`src/rtl/bpa_pkg.sv`:
```
package bpa_pkg;

    // Fixed field widths of the request and result items and of the register bus.
    localparam int ADDR_W         = 48;
    localparam int COUNT_W        = 11;
    localparam int POOL_W         = 11;
    localparam int PADDR_W        = 4;
    localparam int PDATA_W        = 64;

    // Defaults for the top-level parameters.
    localparam int PAGES_DEF      = 1024;
    localparam int PAGE_SHIFT_DEF = 12;

    // Reset values of the configuration registers.
    localparam logic [ADDR_W-1:0] BASE_RESET = '0;
    localparam logic [POOL_W-1:0] POOL_RESET = 11'd1024;

    typedef enum logic {
        FN_ALLOC = 1'b0,
        FN_FREE  = 1'b1
    } bpa_func_t;

    typedef enum logic [1:0] {
        ST_OK      = 2'd0,
        ST_NOSPACE = 2'd1,
        ST_RANGE   = 2'd2
    } bpa_status_t;

    // Register index, taken from paddr[3] (registers sit at 8-byte strides).
    typedef enum logic {
        REG_BASE = 1'b0,
        REG_POOL = 1'b1
    } bpa_reg_t;

    typedef struct packed {
        bpa_func_t           func;
        logic [COUNT_W-1:0]  page_count;
        logic [ADDR_W-1:0]   address;
    } bpa_in_t;

    typedef struct packed {
        logic [ADDR_W-1:0]   page_address;
        bpa_status_t         status;
    } bpa_out_t;

    typedef enum logic [3:0] {
        S_CLEAR,
        S_IDLE,
        S_A_INIT,
        S_A_SCAN,
        S_A_START,
        S_A_MARK_RD,
        S_A_MARK_WR,
        S_F_DIFF,
        S_F_CHECK,
        S_F_WRITE,
        S_RESP
    } bpa_state_t;

    // Commands from the controller to the datapath.
    typedef struct packed {
        logic load;
        logic clr_step;
        logic scan_init;
        logic scan_step;
        logic calc_start;
        logic mark_rd;
        logic mark_wr;
        logic free_diff;
        logic free_check;
        logic free_wr;
        logic set_nospace;
    } bpa_cmd_t;

    // Status from the datapath back to the controller.
    typedef struct packed {
        logic row_last;
        logic early_fail;
        logic hit;
        logic exhausted;
        logic mark_last;
        logic free_ok;
    } bpa_stat_t;

endpackage

```
`src/rtl/bpa_regs.sv`:
```
module bpa_regs
    import bpa_pkg::*;
(
    input  logic                clk,
    input  logic                rst_n,
    input  logic                psel,
    input  logic                penable,
    input  logic                pwrite,
    input  logic [PADDR_W-1:0]  paddr,
    input  logic [PDATA_W-1:0]  pwdata,
    output logic [PDATA_W-1:0]  prdata,
    output logic                pready,
    output logic [ADDR_W-1:0]   base_address,
    output logic [POOL_W-1:0]   pool_pages
);

    logic [ADDR_W-1:0] base_reg;
    logic [POOL_W-1:0] pool_reg;
    logic              wr_en;
    bpa_reg_t          sel;

    assign pready = 1'b1;
    assign wr_en  = psel & penable & pwrite;
    assign sel    = bpa_reg_t'(paddr[3]);

    always_ff @(posedge clk or negedge rst_n)
    begin
        if (!rst_n)
        begin
            base_reg <= BASE_RESET;
            pool_reg <= POOL_RESET;
        end
        else if (wr_en)
        begin
            unique case (sel)
                REG_BASE: base_reg <= pwdata[ADDR_W-1:0];
                REG_POOL: pool_reg <= pwdata[POOL_W-1:0];
                default:  ;
            endcase
        end
    end

    always_comb
    begin
        unique case (sel)
            REG_BASE: prdata = PDATA_W'(base_reg);
            REG_POOL: prdata = PDATA_W'(pool_reg);
            default:  prdata = '0;
        endcase
    end

    assign base_address = base_reg;
    assign pool_pages   = pool_reg;

endmodule

```
`src/rtl/bpa_ctrl.sv`:
```
module bpa_ctrl
    import bpa_pkg::*;
(
    input  logic       clk,
    input  logic       rst_n,
    input  logic       start,
    input  bpa_func_t  func,
    input  bpa_stat_t  stat,
    output bpa_cmd_t   cmd,
    output logic       busy,
    output logic       done
);

    bpa_state_t state_reg;
    bpa_state_t state_next;

    always_ff @(posedge clk or negedge rst_n)
    begin
        if (!rst_n)
        begin
            state_reg <= S_CLEAR;
        end
        else
        begin
            state_reg <= state_next;
        end
    end

    always_comb
    begin
        state_next = state_reg;
        cmd        = '0;
        busy       = 1'b1;
        done       = 1'b0;
        unique case (state_reg)
            S_CLEAR:
            begin
                cmd.clr_step = 1'b1;
                if (stat.row_last)
                begin
                    state_next = S_IDLE;
                end
            end
            S_IDLE:
            begin
                busy = 1'b0;
                if (start)
                begin
                    cmd.load   = 1'b1;
                    state_next = (func == FN_FREE) ? S_F_DIFF : S_A_INIT;
                end
            end
            S_A_INIT:
            begin
                cmd.scan_init = 1'b1;
                if (stat.early_fail)
                begin
                    cmd.set_nospace = 1'b1;
                    state_next      = S_RESP;
                end
                else
                begin
                    state_next = S_A_SCAN;
                end
            end
            S_A_SCAN:
            begin
                cmd.scan_step = 1'b1;
                if (stat.hit)
                begin
                    state_next = S_A_START;
                end
                else if (stat.exhausted)
                begin
                    cmd.set_nospace = 1'b1;
                    state_next      = S_RESP;
                end
            end
            S_A_START:
            begin
                cmd.calc_start = 1'b1;
                state_next     = S_A_MARK_RD;
            end
            S_A_MARK_RD:
            begin
                cmd.mark_rd = 1'b1;
                state_next  = S_A_MARK_WR;
            end
            S_A_MARK_WR:
            begin
                cmd.mark_wr = 1'b1;
                if (stat.mark_last)
                begin
                    state_next = S_RESP;
                end
            end
            S_F_DIFF:
            begin
                cmd.free_diff = 1'b1;
                state_next    = S_F_CHECK;
            end
            S_F_CHECK:
            begin
                cmd.free_check = 1'b1;
                state_next     = stat.free_ok ? S_F_WRITE : S_RESP;
            end
            S_F_WRITE:
            begin
                cmd.free_wr = 1'b1;
                state_next  = S_RESP;
            end
            S_RESP:
            begin
                done       = 1'b1;
                state_next = S_IDLE;
            end
            default:
            begin
                state_next = S_IDLE;
            end
        endcase
    end

endmodule

```
`src/rtl/bpa_datapath.sv`:
```
module bpa_datapath
    import bpa_pkg::*;
#(
    parameter int PAGES      = PAGES_DEF,
    parameter int PAGE_SHIFT = PAGE_SHIFT_DEF
)
(
    input  logic               clk,
    input  logic               rst_n,
    input  bpa_in_t            item,
    input  logic [ADDR_W-1:0]  base_address,
    input  logic [POOL_W-1:0]  pool_pages,
    input  bpa_cmd_t           cmd,
    output bpa_stat_t          stat,
    output bpa_out_t           result
);

    localparam int WORD   = (PAGES >= 32) ? 32 : 8;
    localparam int LANE_W = $clog2(WORD);
    localparam int ROWS   = (PAGES + WORD - 1) / WORD;
    localparam int ROW_W  = (ROWS > 1) ? $clog2(ROWS) : 1;
    localparam int IDX_W  = ROW_W + LANE_W;
    localparam int LIM_W  = $clog2(PAGES + 1);
    localparam int CNT_W  = ((LIM_W > COUNT_W) ? LIM_W : COUNT_W) + 1;
    localparam int RUN_W  = LANE_W + 1;
    localparam int PIDX_W = ADDR_W - PAGE_SHIFT;

    // Page bitmap, one row of WORD pages per entry; a set bit means taken.
    logic [WORD-1:0]   mem [0:ROWS-1];
    logic [WORD-1:0]   rdata_reg;
    logic [ROW_W-1:0]  rd_addr;
    logic              we;
    logic [ROW_W-1:0]  waddr;
    logic [WORD-1:0]   wdata;

    logic [COUNT_W-1:0] len_reg;
    logic [ADDR_W-1:0]  addr_reg;
    logic [ROW_W-1:0]   row_reg;
    logic [CNT_W-1:0]   run_reg;
    logic [ROW_W-1:0]   end_row_reg;
    logic [LANE_W-1:0]  end_lane_reg;
    logic [WORD-1:0]    hit_word_reg;
    logic [IDX_W-1:0]   start_reg;
    logic [ROW_W-1:0]   mark_row_reg;
    logic [ADDR_W-1:0]  diff_reg;
    logic               borrow_reg;
    logic [ROW_W-1:0]   free_row_reg;
    logic [LANE_W-1:0]  free_lane_reg;
    logic [ADDR_W-1:0]  res_addr_reg;
    bpa_status_t        res_status_reg;

    logic [CNT_W-1:0]   limit;
    logic [CNT_W-1:0]   len_ext;
    logic [CNT_W-1:0]   base_idx;
    logic [CNT_W-1:0]   rem;
    logic [WORD-1:0]    free_vec;
    logic [RUN_W-1:0]   runs [0:LANE_W][0:WORD-1];
    logic [WORD-1:0]    from0_vec;
    logic [WORD-1:0]    hit_vec;
    logic [CNT_W-1:0]   tot;
    logic [LANE_W-1:0]  hit_lane;
    logic [CNT_W-1:0]   run_next;
    logic [ROW_W-1:0]   row_inc;
    logic [ROW_W-1:0]   start_row;
    logic [LANE_W-1:0]  start_lane;
    logic [LANE_W-1:0]  lo;
    logic [LANE_W-1:0]  hi;
    logic [WORD-1:0]    mark_mask;
    logic [WORD-1:0]    mark_old;
    logic [PIDX_W-1:0]  page_idx;
    logic [IDX_W-1:0]   free_idx;
    logic               free_ok;

    // Pages actually searched: the pool size, capped at the bitmap size.
    always_comb
    begin
        if (CNT_W'(pool_pages) > CNT_W'(PAGES))
        begin
            limit = CNT_W'(PAGES);
        end
        else
        begin
            limit = CNT_W'(pool_pages);
        end
    end

    assign len_ext  = CNT_W'(len_reg);
    assign base_idx = CNT_W'({row_reg, {LANE_W{1'b0}}});
    assign rem      = limit - base_idx;
    assign row_inc  = (row_reg == ROW_W'(ROWS - 1)) ? row_reg : row_reg + ROW_W'(1);

    // Free lanes of the current row; lanes past the pool count as taken.
    always_comb
    begin
        for (int l = 0; l < WORD; l++)
        begin
            free_vec[l] = ~rdata_reg[l] & (CNT_W'(l) < rem);
        end
    end

    // Length of the free run ending at each lane, by prefix doubling.
    always_comb
    begin
        for (int l = 0; l < WORD; l++)
        begin
            runs[0][l] = RUN_W'(free_vec[l]);
        end
        for (int s = 0; s < LANE_W; s++)
        begin
            for (int l = 0; l < WORD; l++)
            begin
                runs[s+1][l] = runs[s][l];
                if (l >= (1 << s))
                begin
                    if (runs[s][l] == RUN_W'(1 << s))
                    begin
                        runs[s+1][l] = RUN_W'(1 << s) + runs[s][l - (1 << s)];
                    end
                end
            end
        end
    end

    // A lane whose run reaches back to lane 0 extends the run carried in.
    always_comb
    begin
        tot       = '0;
        from0_vec = '0;
        hit_vec   = '0;
        hit_lane  = '0;
        for (int l = 0; l < WORD; l++)
        begin
            from0_vec[l] = (runs[LANE_W][l] == RUN_W'(l + 1));
            if (from0_vec[l])
            begin
                tot = run_reg + CNT_W'(l + 1);
            end
            else
            begin
                tot = CNT_W'(runs[LANE_W][l]);
            end
            hit_vec[l] = (tot >= len_ext);
        end
        for (int l = WORD - 1; l >= 0; l--)
        begin
            if (hit_vec[l])
            begin
                hit_lane = LANE_W'(l);
            end
        end
    end

    assign run_next = from0_vec[WORD-1] ? run_reg + CNT_W'(WORD)
                                        : CNT_W'(runs[LANE_W][WORD-1]);

    assign start_row  = start_reg[IDX_W-1:LANE_W];
    assign start_lane = start_reg[LANE_W-1:0];

    // Bits of the marked run that fall in the row being written.
    always_comb
    begin
        lo = (mark_row_reg == start_row) ? start_lane : '0;
        hi = (mark_row_reg == end_row_reg) ? end_lane_reg : LANE_W'(WORD - 1);
        for (int l = 0; l < WORD; l++)
        begin
            mark_mask[l] = (LANE_W'(l) >= lo) && (LANE_W'(l) <= hi);
        end
        // Rows strictly inside the run are entirely free.
        if (mark_row_reg == start_row)
        begin
            mark_old = rdata_reg;
        end
        else if (mark_row_reg == end_row_reg)
        begin
            mark_old = hit_word_reg;
        end
        else
        begin
            mark_old = '0;
        end
    end

    assign page_idx = diff_reg[ADDR_W-1:PAGE_SHIFT];
    assign free_idx = page_idx[IDX_W-1:0];
    assign free_ok  = !borrow_reg && (page_idx < PIDX_W'(limit));

    // Memory port selection.
    always_comb
    begin
        rd_addr = row_reg;
        we      = 1'b0;
        waddr   = row_reg;
        wdata   = '0;
        if (cmd.clr_step)
        begin
            we = 1'b1;
        end
        if (cmd.scan_init)
        begin
            rd_addr = '0;
        end
        if (cmd.scan_step)
        begin
            rd_addr = row_inc;
        end
        if (cmd.mark_rd)
        begin
            rd_addr = start_row;
        end
        if (cmd.mark_wr)
        begin
            we    = 1'b1;
            waddr = mark_row_reg;
            wdata = mark_old | mark_mask;
        end
        if (cmd.free_check)
        begin
            rd_addr = free_idx[IDX_W-1:LANE_W];
        end
        if (cmd.free_wr)
        begin
            we    = 1'b1;
            waddr = free_row_reg;
            wdata = rdata_reg & ~(WORD'(1) << free_lane_reg);
        end
    end

    always_ff @(posedge clk)
    begin
        if (we)
        begin
            mem[waddr] <= wdata;
        end
        rdata_reg <= mem[rd_addr];
    end

    always_ff @(posedge clk or negedge rst_n)
    begin
        if (!rst_n)
        begin
            row_reg <= '0;
        end
        else if (cmd.clr_step || cmd.scan_step)
        begin
            row_reg <= row_reg + ROW_W'(1);
        end
        else if (cmd.scan_init)
        begin
            row_reg <= '0;
        end
    end

    always_ff @(posedge clk)
    begin
        if (cmd.load)
        begin
            len_reg  <= item.page_count;
            addr_reg <= item.address;
        end
        if (cmd.scan_init)
        begin
            run_reg <= '0;
        end
        if (cmd.scan_step)
        begin
            run_reg      <= run_next;
            end_row_reg  <= row_reg;
            end_lane_reg <= hit_lane;
            hit_word_reg <= rdata_reg;
        end
        if (cmd.calc_start)
        begin
            start_reg <= IDX_W'(CNT_W'({end_row_reg, end_lane_reg}) + CNT_W'(1) - len_ext);
        end
        if (cmd.mark_rd)
        begin
            mark_row_reg   <= start_row;
            res_addr_reg   <= base_address + (ADDR_W'(start_reg) << PAGE_SHIFT);
            res_status_reg <= ST_OK;
        end
        if (cmd.mark_wr)
        begin
            mark_row_reg <= mark_row_reg + ROW_W'(1);
        end
        if (cmd.free_diff)
        begin
            {borrow_reg, diff_reg} <= {1'b0, addr_reg} - {1'b0, base_address};
        end
        if (cmd.free_check)
        begin
            free_row_reg   <= free_idx[IDX_W-1:LANE_W];
            free_lane_reg  <= free_idx[LANE_W-1:0];
            res_addr_reg   <= '0;
            res_status_reg <= free_ok ? ST_OK : ST_RANGE;
        end
        if (cmd.set_nospace)
        begin
            res_addr_reg   <= '0;
            res_status_reg <= ST_NOSPACE;
        end
    end

    always_comb
    begin
        stat            = '0;
        stat.row_last   = (row_reg == ROW_W'(ROWS - 1));
        stat.early_fail = (len_reg == '0) || (len_ext > limit);
        stat.hit        = |hit_vec;
        stat.exhausted  = (base_idx + CNT_W'(WORD)) >= limit;
        stat.mark_last  = (mark_row_reg == end_row_reg);
        stat.free_ok    = free_ok;
    end

    assign result.page_address = res_addr_reg;
    assign result.status       = res_status_reg;

endmodule

```
`src/rtl/bitmap_page_allocator_top.sv`:
```
// Channel   | Handshake                         | Payload
// ----------+-----------------------------------+-------------------------------------
// request   | start, busy (taken: start & !busy)| item   (func, page_count, address)
// result    | done (one-cycle strobe)           | result (page_address, status)
// config    | psel/penable/pwrite/pready        | paddr, pwdata, prdata
//
// After reset the bitmap is cleared one row (32 pages, 8 if PAGES < 32) per cycle
// with busy held high; configuration writes are taken meanwhile. An allocate scans
// the rows until a run is found, derives its first page, reads the first row and
// writes each row the run spans; one that finds no run stops at the pool's end, and
// a zero-length or oversized one is refused before any scan. A free checks the page
// against the pool and clears its bit if it lies inside. The receiver cannot stall.
module bitmap_page_allocator_top
    import bpa_pkg::*;
#(
    parameter int PAGES      = PAGES_DEF,
    parameter int PAGE_SHIFT = PAGE_SHIFT_DEF
)
(
    input  logic                clk,
    input  logic                rst_n,
    input  logic                psel,
    input  logic                penable,
    input  logic                pwrite,
    input  logic [PADDR_W-1:0]  paddr,
    input  logic [PDATA_W-1:0]  pwdata,
    output logic [PDATA_W-1:0]  prdata,
    output logic                pready,
    input  logic                start,
    output logic                busy,
    input  bpa_in_t             item,
    output logic                done,
    output bpa_out_t            result
);

    // Configuration registers: base address of the pool and number of pages in the pool.
    logic [ADDR_W-1:0] base_address;
    logic [POOL_W-1:0] pool_pages;

    // Command and status groups between the controller and the datapath.
    bpa_cmd_t  cmd;
    bpa_stat_t stat;

    bpa_regs u_regs (
        .clk          (clk),
        .rst_n        (rst_n),
        .psel         (psel),
        .penable      (penable),
        .pwrite       (pwrite),
        .paddr        (paddr),
        .pwdata       (pwdata),
        .prdata       (prdata),
        .pready       (pready),
        .base_address (base_address),
        .pool_pages   (pool_pages)
    );

    // The controller sequences clearing, scanning, marking and freeing; it
    // sees the request's operation code at the cycle the item is accepted.
    bpa_ctrl u_ctrl (
        .clk   (clk),
        .rst_n (rst_n),
        .start (start),
        .func  (item.func),
        .stat  (stat),
        .cmd   (cmd),
        .busy  (busy),
        .done  (done)
    );

    // The datapath holds the bitmap memory, the run search and the address
    // arithmetic; it latches the item when told to load it.
    bpa_datapath #(
        .PAGES      (PAGES),
        .PAGE_SHIFT (PAGE_SHIFT)
    ) u_datapath (
        .clk          (clk),
        .rst_n        (rst_n),
        .item         (item),
        .base_address (base_address),
        .pool_pages   (pool_pages),
        .cmd          (cmd),
        .stat         (stat),
        .result       (result)
    );

endmodule

```
`config.mk`:
```
export PLATFORM = sky130hd
export DESIGN_NAME = bitmap_page_allocator_top
export DESIGN_NICKNAME = d
export VERILOG_FILES = /design/src/rtl/bpa_pkg.sv /design/src/rtl/bpa_regs.sv /design/src/rtl/bpa_ctrl.sv /design/src/rtl/bpa_datapath.sv /design/src/rtl/bitmap_page_allocator_top.sv
export SDC_FILE = /design/constraint.sdc
export NUM_CORES = 2
export LEC_CHECK = 0
export ABC_CLOCK_PERIOD_IN_PS = 10600
export BUFFER_PORTS_ARGS = -buffer_cell sky130_fd_sc_hd__buf_2
export CAP_MARGIN = 20
export CORE_ASPECT_RATIO = 0.6
export CORE_MARGIN = 1.5
export CORE_UTILIZATION = 45
export DETAILED_ROUTE_END_ITERATION = 8
export PLACE_DENSITY = 0.73
export SKIP_LAST_GASP = 1
export SLEW_MARGIN = 20
export SYNTH_ARGS = -nofsm -noshare
export SYNTH_HDL_FRONTEND = slang
export SYNTH_SLANG_ARGS = --single-unit
```
`constraint.sdc`:
```
create_clock -name clk -period 10.6 [get_ports clk]
set_input_delay 0.53 -clock clk [delete_from_list [all_inputs] [get_ports clk]]
set_output_delay 0.53 -clock clk [all_outputs]
set_load 0.005 [all_outputs]
```
# Word level (Yosys, flattened, before mapping)
# Memories as Yosys holds them, arrays and structs flattened. A register that Yosys moved wholly into a read port is not among the register bits.
# Cells that the tools add are included.
[word_totals]
ff_bits = 305
ramBits = 1024
inputBits = 134
out_inout_bits = 117
n_memories = 1
[classes]
add_sub_neg = 169
magnitude_cmp = 132
eq_ne = 146
n_shift = 1
mux = 246
n_bitwise = 70
reduce_logical = 50
[mem_list]
columns = ["name", "words", "word_bits", "rd", "rd_clocked_by_memory_dff", "wr", "line_no", "text"]
rows = [
  ["u_datapath.mem", 32, 32, 1, 1, 1, "bpa_datapath.sv:29", "logic [WORD-1:0] mem [0:ROWS-1];"],
]
[op_table]
columns = ["op", "n"]
rows = [
  ["two-way mux 6 bit", 129],
  ["two-way mux 12 bit", 34],
  [">= comparator 12 x 11 -> 1 bit", 32],
  ["adder 12 x 5 -> 12 bit, second input constant", 16],
  ["equality test 6 x 2 -> 1 bit, second input constant", 32],
  ["equality test 6 x 3 -> 1 bit, second input constant", 32],
  ["equality test 6 x 4 -> 1 bit, second input constant", 32],
  ["equality test 6 x 5 -> 1 bit, second input constant", 32],
  ["< comparator 5 x 12 -> 1 bit, first input constant", 16],
  ["adder 2 x 6 -> 6 bit, first input constant", 29],
  ["adder 3 x 6 -> 6 bit, first input constant", 27],
  ["two-way mux 5 bit", 28],
  ["adder 4 x 6 -> 6 bit, first input constant", 23],
  ["two-way mux 32 bit", 4],
  ["one-hot mux 64 bit (2 select lines)", 1],
  ["adder 12 x 4 -> 12 bit, second input constant", 8],
  ["< comparator 4 x 12 -> 1 bit, first input constant", 8],
  ["adder 5 x 6 -> 6 bit, first input constant", 15],
  [">= comparator 5 bit, first input constant", 16],
  ["<= comparator 5 bit, first input constant", 16],
  ["adder 1 x 1 -> 2 bit, first input constant", 31],
  ["two-way mux 4 bit", 14],
  ["subtractor 48 x 48 -> 49 bit", 1],
  ["adder 12 x 3 -> 12 bit, second input constant", 4],
  ["62 further kinds", 234],
]

# Logic depth before layout (Yosys ltp)
[logic_depth]
depth_word = 49
ltp_mapped = 39

# By module
# Synthesis repeated with hierarchy kept, for this count alone.
[hier_totals]
hier_cells = 5789
area_unflattened_um2 = 73311.6
[modules_own_cells]
columns = ["module", "n_inst", "cells_per_inst", "area_per_inst_um2", "seq_area_each_um2"]
rows = [
  ["bpa_datapath", 1, 5530, 70027.2, 37741.2],
  ["bpa_regs", 1, 198, 2807.7, 1477.7],
  ["bpa_ctrl", 1, 61, 476.7, 100.1],
]

# Worst setup path after synthesis
# Ideal clock, no wire load.
[synth_timing]
path_kind = "reg-to-reg"
start = "register u_regs.pool_reg[10], in the netlist u_regs.pool_pages[10]"
end = "register u_datapath.res_addr_reg[36]"
setup_time_ns = 0.114
t_arrival_ns = 7.678
required_ns = 10.486
setup_slack_ns = 2.808
path_stages_with_launch = 37
path_buffers = 6
path_cell_list = "dfstp_2 -> buf_2 -> buf_2 -> clkinv_1 -> nand2_1 -> ha_1 -> inv_1 -> fa_1 -> and4_1 -> a221oi_2 -> nand3_1 -> buf_2 -> buf_6 -> a211o_1 -> nor3_2 -> and3_1 -> o21a_1 -> nor2_1 -> nor4_1 -> nand2_1 -> o21ai_0 -> ha_1 -> nand2b_1 -> a21o_1 -> a21o_1 -> a21o_1 -> a211oi_1 -> o21bai_1 -> a211oi_1 -> o21ai_0 -> or3_1 -> nor4_2 -> nand3_2 -> o211ai_2 -> buf_4 -> buf_6 -> nor2_1"
[synth_via]
elab_chain_len = 22
elab_cells_between_ends = 527
classes_between = "130 x add/sub; 67 x order compare; 129 x eq/ne; 166 x mux; 32 x bitwise; 3 x reduce/logical"
[synth_lines]
columns = ["item", "line_no", "text"]
rows = [
  ["from (decl)", "bpa_regs.sv:18", "logic [POOL_W-1:0] pool_reg;"],
  ["from (signal assigned)", "bpa_regs.sv:37", "REG_POOL: pool_reg <= pwdata[POOL_W-1:0];"],
  ["> comparator 11 bit", "bpa_datapath.sv:77", "if (CNT_W'(pool_pages) > CNT_W'(PAGES))"],
  ["two-way mux 11 bit (*)", "bpa_datapath.sv:77", ""],
  ["subtractor 11 x 10 -> 12 bit", "bpa_datapath.sv:89", "assign rem = limit - base_idx;"],
  ["< comparator 1 x 12 -> 1 bit (tied with other cells)", "bpa_datapath.sv:97", "free_vec[l] = ~rdata_reg[l] & (CNT_W'(l) < rem);"],
  ["bitwise AND 1 bit", "bpa_datapath.sv:97", ""],
  ["adder 1 x 1 -> 2 bit", "bpa_datapath.sv:117", "runs[s+1][l] = RUN_W'(1 << s) + runs[s][l - (1 << s)];"],
  ["two-way mux 6 bit", "bpa_datapath.sv:115", "if (runs[s][l] == RUN_W'(1 << s))"],
  ["adder 2 x 6 -> 6 bit / equality test 6 x 2 -> 1 bit (equally long branches)", "bpa_datapath.sv:117, bpa_datapath.sv:115", ""],
  ["[... 6 more ...]", "-", ""],
  ["two-way mux 6 bit", "bpa_datapath.sv:115", ""],
  ["equality test 6 bit / equality test 6 x 5 -> 1 bit (equally long branches)", "bpa_datapath.sv:133", "from0_vec[l] = (runs[LANE_W][l] == RUN_W'(l + 1));"],
  ["two-way mux 12 bit", "bpa_datapath.sv:134", "if (from0_vec[l])"],
  [">= comparator 12 x 11 -> 1 bit", "bpa_datapath.sv:142", "hit_vec[l] = (tot >= len_ext);"],
  ["OR reduction 32 bit", "bpa_datapath.sv:308", "stat.hit = |hit_vec;"],
  ["two-way mux 1 bit", "bpa_ctrl.sv:69", "if (stat.hit)"],
  ["one-hot mux 1 bit (2 select lines) (*)", "bpa_ctrl.sv:35", "unique case (state_reg)"],
  ["OR reduction 2 bit (no line) (*)", "-", ""],
  ["to (signal assigned)", "bpa_datapath.sv:278", "res_addr_reg <= base_address + (ADDR_W'(start_reg) << PAGE_SHIFT);"],
  ["to (decl)", "bpa_datapath.sv:49", "logic [ADDR_W-1:0] res_addr_reg;"],
]
# Every way passes the cells marked *; elsewhere a longest branch is shown, timed or not.
# A chain may end at the register's enable or synchronous reset.

# Worst setup path after layout
[layout_timing]
start = "register u_regs.pool_reg[10], in the netlist u_regs.pool_pages[10]"
end = "register u_datapath.res_addr_reg[43]"
# Same word-level chain as after synthesis.

==> flow_metrics.py <==
metrics = {
    "outcome": {
        "status": "completed",
    },
    "synth": {
        "async_flop_share": 0.0504,
        "synthCells": 6873,
        "synth_top_cell_area_share": 0.486,
        "synthFlopType": "edfxtp_1",
        "synth_common_cells": "edfxtp_1 (1198), nand2_1 (830), nor2_1 (655)",
        "avgSynthCellArea_um2": 10.8,
        "ys_seq_area_frac": 0.531,
        "synth-seq-cells": 1348,
        "ys_types": 110,
        "synth_xor_area_frac": 0.0384,
        "yosysWarnings": 0,
        "synth-simple-area-share": 0.137,
        "synth_area_leaders": "edfxtp_1 (49%), ha_1 (8.1%), a211oi_1 (4.2%)",
        "post_synth_mux_area_share": 0.0105,
        "yosys.area_share.adder": 0.0822,
        "synth_top_family_by_area": "compound AO/OA/AOI/OAI gates",
        "yosys.area.top_type": "edfxtp_1",
        "syn_area_um2": 74100,
        "synth_edf_count": 1198,
        "yosysMostFrequentCell": "edfxtp_1",
        "synth_compound_area_frac": 0.171,
    },
    "power": {
        "clock_power_share": 0.179,
        "powerDensity_nw_per_um2": 298,
        "combPwrFrac": 0.526,
        "peakVddDrop_mv": 0.369,
        "p_leak_nw": 30.8,
        "internal-power_mw": 13.4,
        "p_sw_frac": 0.462,
        "power.total_mw": 24.9,
        "p_seq_frac": 0.295,
        "power_switching_mw": 11.5,
    },
    "worst_setup_path": {
        "crit_type": "flip-flop to flip-flop",
        "crit_family": "compound AO/OA/AOI/OAI gates",
        "slowest_delay_ns": 0.91,
        "crit_slowest_cell": "nor4_2",
        "path_buf_inv": 5,
        "timing.critical_path.mode_cell": "a21o_1",
        "cp.arrival_ns": 10.66,
        "critical_path_required_ns": 11.18,
        "endpoint_kind": "flip-flop",
        "crit_path_start_kind": "flip-flop",
        "path_max_fanout": 31,
    },
    "place": {
        "port_buffers": 214,
        "dp_hpwl_mm": 177,
        "gp_congestion": 1.05,
        "placed_cell_area_um2": 78400,
    },
    "clock_network": {
        "cts_tree": "yes",
        "worstSkewPairLatency_ns": 0.78,
        "clk_pin_slew_ns": 0.07,
        "cts_made_buffers": 119,
        "htreeDepth": 3,
        "clockBufferDepth": 3,
        "clock-root-buffer": "clkbuf_16",
        "clock-sinks": 1348,
    },
    "grt": {
        "grt_max_degree": 200,
        "grt_pass1_vias": 54200,
        "antenna_found_initial": 4,
        "grt_overflow_total": 0,
        "grtUsageTotal": 0.304,
        "grt_pass1_wl_mm": 375,
    },
    "layout": {
        "syn2layout_area_growth_pct": 12.9,
        "fillers": 14200,
        "fin_nets": 7735,
        "fin_util": 0.511,
        "seq_area_um2": 39300,
        "stdcell_area_um2": 83600,
        "largest-register": "u_datapath.mem",
        "multi_input_area_um2": 33200,
        "drive_gt1_frac": 0.114,
        "largest_reg_flops": 1024,
    },
    "timing": {
        "hold_ws_ns": 0.0589,
        "layout_min_cycle_time_ns": 10.08,
        "relSlewSlack": 0.163,
        "fin_crit_sh": 0.951,
        "setup_tns_ns": 0,
        "grt_setup_unrepaired": "false",
        "slew_violations": 0,
        "max_freq_ghz": 0.0992,
        "finalClockSkew_ns": 0.0607,
        "hold_viol_final": 0,
        "worst_pin_slew_ns": 1.24,
        "finalSetupViolCount": 0,
    },
    "flow_run": {
        "maxCapViolCount": 0,
    },
    "drt": {
        "drtPass1Iterations": 6,
        "ant_nets": 0,
        "vias": 59000,
        "drt-total-wl_mm": 260,
        "drt_iter0_drc": 8756,
        "drcViolationCount": 0,
        "wire_per_inst_um": 27.7,
        "vias_per_cell": 6.28,
    },
    "floorplanning": {
        "die_h_um": 317,
        "initial_core_util": 0.452,
        "die-area_um2": 167000,
        "core_area_um2": 164000,
        "io_pins": 251,
        "rows": 115,
        "die_x_um": 527,
    },
    "min_path": {
        "hp-class": "primary input to flip-flop",
    },
}
==> cell usage in the layout, fill, tap and decap left out, types with 63 or more instances in the layout <==
cell	n
buf_2	213
nor2b_1	64
o21ai_0	207
a31oi_1	178
a21oi_1	394
clkbuf_16	126
nand2_1	829
dlygate4sd3_1	105
dfrtp_1	67
a211oi_1	418
buf_4	199
dfxtp_1	82
o21a_1	63
a21o_1	136
nand3_1	102
and2_1	273
nor3_1	88
inv_1	131
a311oi_1	130
xnor2_1	209
xor2_1	116
ha_1	482
edfxtp_1	1198
nor2_1	620
==> power by group through the flow <==
stage                     combinational [mW]  sequential (mW)  clock (mW)
final                                   13.1             7.35        4.47
after global routing                    14.0             7.37        4.72
after CTS                               12.7             7.31        4.52
after detailed placement                12.6             7.42           0
after global placement                  12.4             7.41           0
after floorplan                         8.49             7.13           0
==> routing by layer <==
layer / track usage / up-vias / part of all wire
li1: - / 26100 / -
met1: 0.489 / 28900 / 0.46
met2: 0.395 / 3676 / 0.38
met3: 0.0881 / 330 / 0.14
met4: 0.0556 / 4 / 0.018
met5: 0 / - / 0.00012
==> cell families (layout without fill, tap and decap cells) <==
group	count (synthesis)	count (layout)
AOI/OAI and AO/OA	1862	1862
xor gates and xnor gates	325	325
adders and majority gates	485	485
buffers and inverters	557	889
DFF	1348	1348
muxes	70	70
other	2	22
and+or+nand+nor	2224	2224
==> metrics by stage <==
| stage | std cells | setup slack (ns) |
|---|---|---|
| 6_report | 9389 | 0.523 |
| 5_1_grt | 9385 | 0.0480 |
| 4_1_cts | 9382 | 0.750 |
| 3_5_place_dp | 9052 | 0.753 |
| 3_3_place_gp | 9051 | 0.891 |
| 2_1_floorplan | 6888 | 2.81 |
==> final cells by class <==
type / instances / area share
diodes: 5 / 0.000150
well taps: 2164 / 0.0324
clock inverters: 63 / 0.00749
multi-input cells: 4983 / 0.397
inverters: 136 / 0.00610
repair buffers: 528 / 0.0458
clock buffers: 162 / 0.0410
flip-flops and latches: 1348 / 0.470
==> what timing repair did <==
action                                  4_1_cts  5_1_grt
endpoints found under the hold margin       171        0
endpoints found under the setup margin        0       31
setup buffers                                 0        0
resized for setup                             0        1
hold buffers                                105        0
==> path summary, 6_finish.rpt <==
| path | from | to | slack, ns | cells past startpoint |
|---|---|---|---|---|
| max reg2reg | u_regs.pool_pages[10] | u_datapath.res_addr_reg[43] | 0.52 | 31 |
| max | u_regs.pool_pages[10] | u_datapath.res_addr_reg[43] | 0.52 | 31 |
| max in group asynchronous | rst_n | u_regs.pool_pages[10] | 9.75 | 3 |
| min reg2reg | u_datapath.res_addr_reg[8] | u_datapath.res_addr_reg[8] | 0.46 | 2 |
| min | pwdata[8] | u_regs.base_address[8] | 0.06 | 2 |
| min in group asynchronous | rst_n | u_regs.base_address[30] | 0.18 | 2 |
No activity file was read; power rests on OpenSTA's default activity.
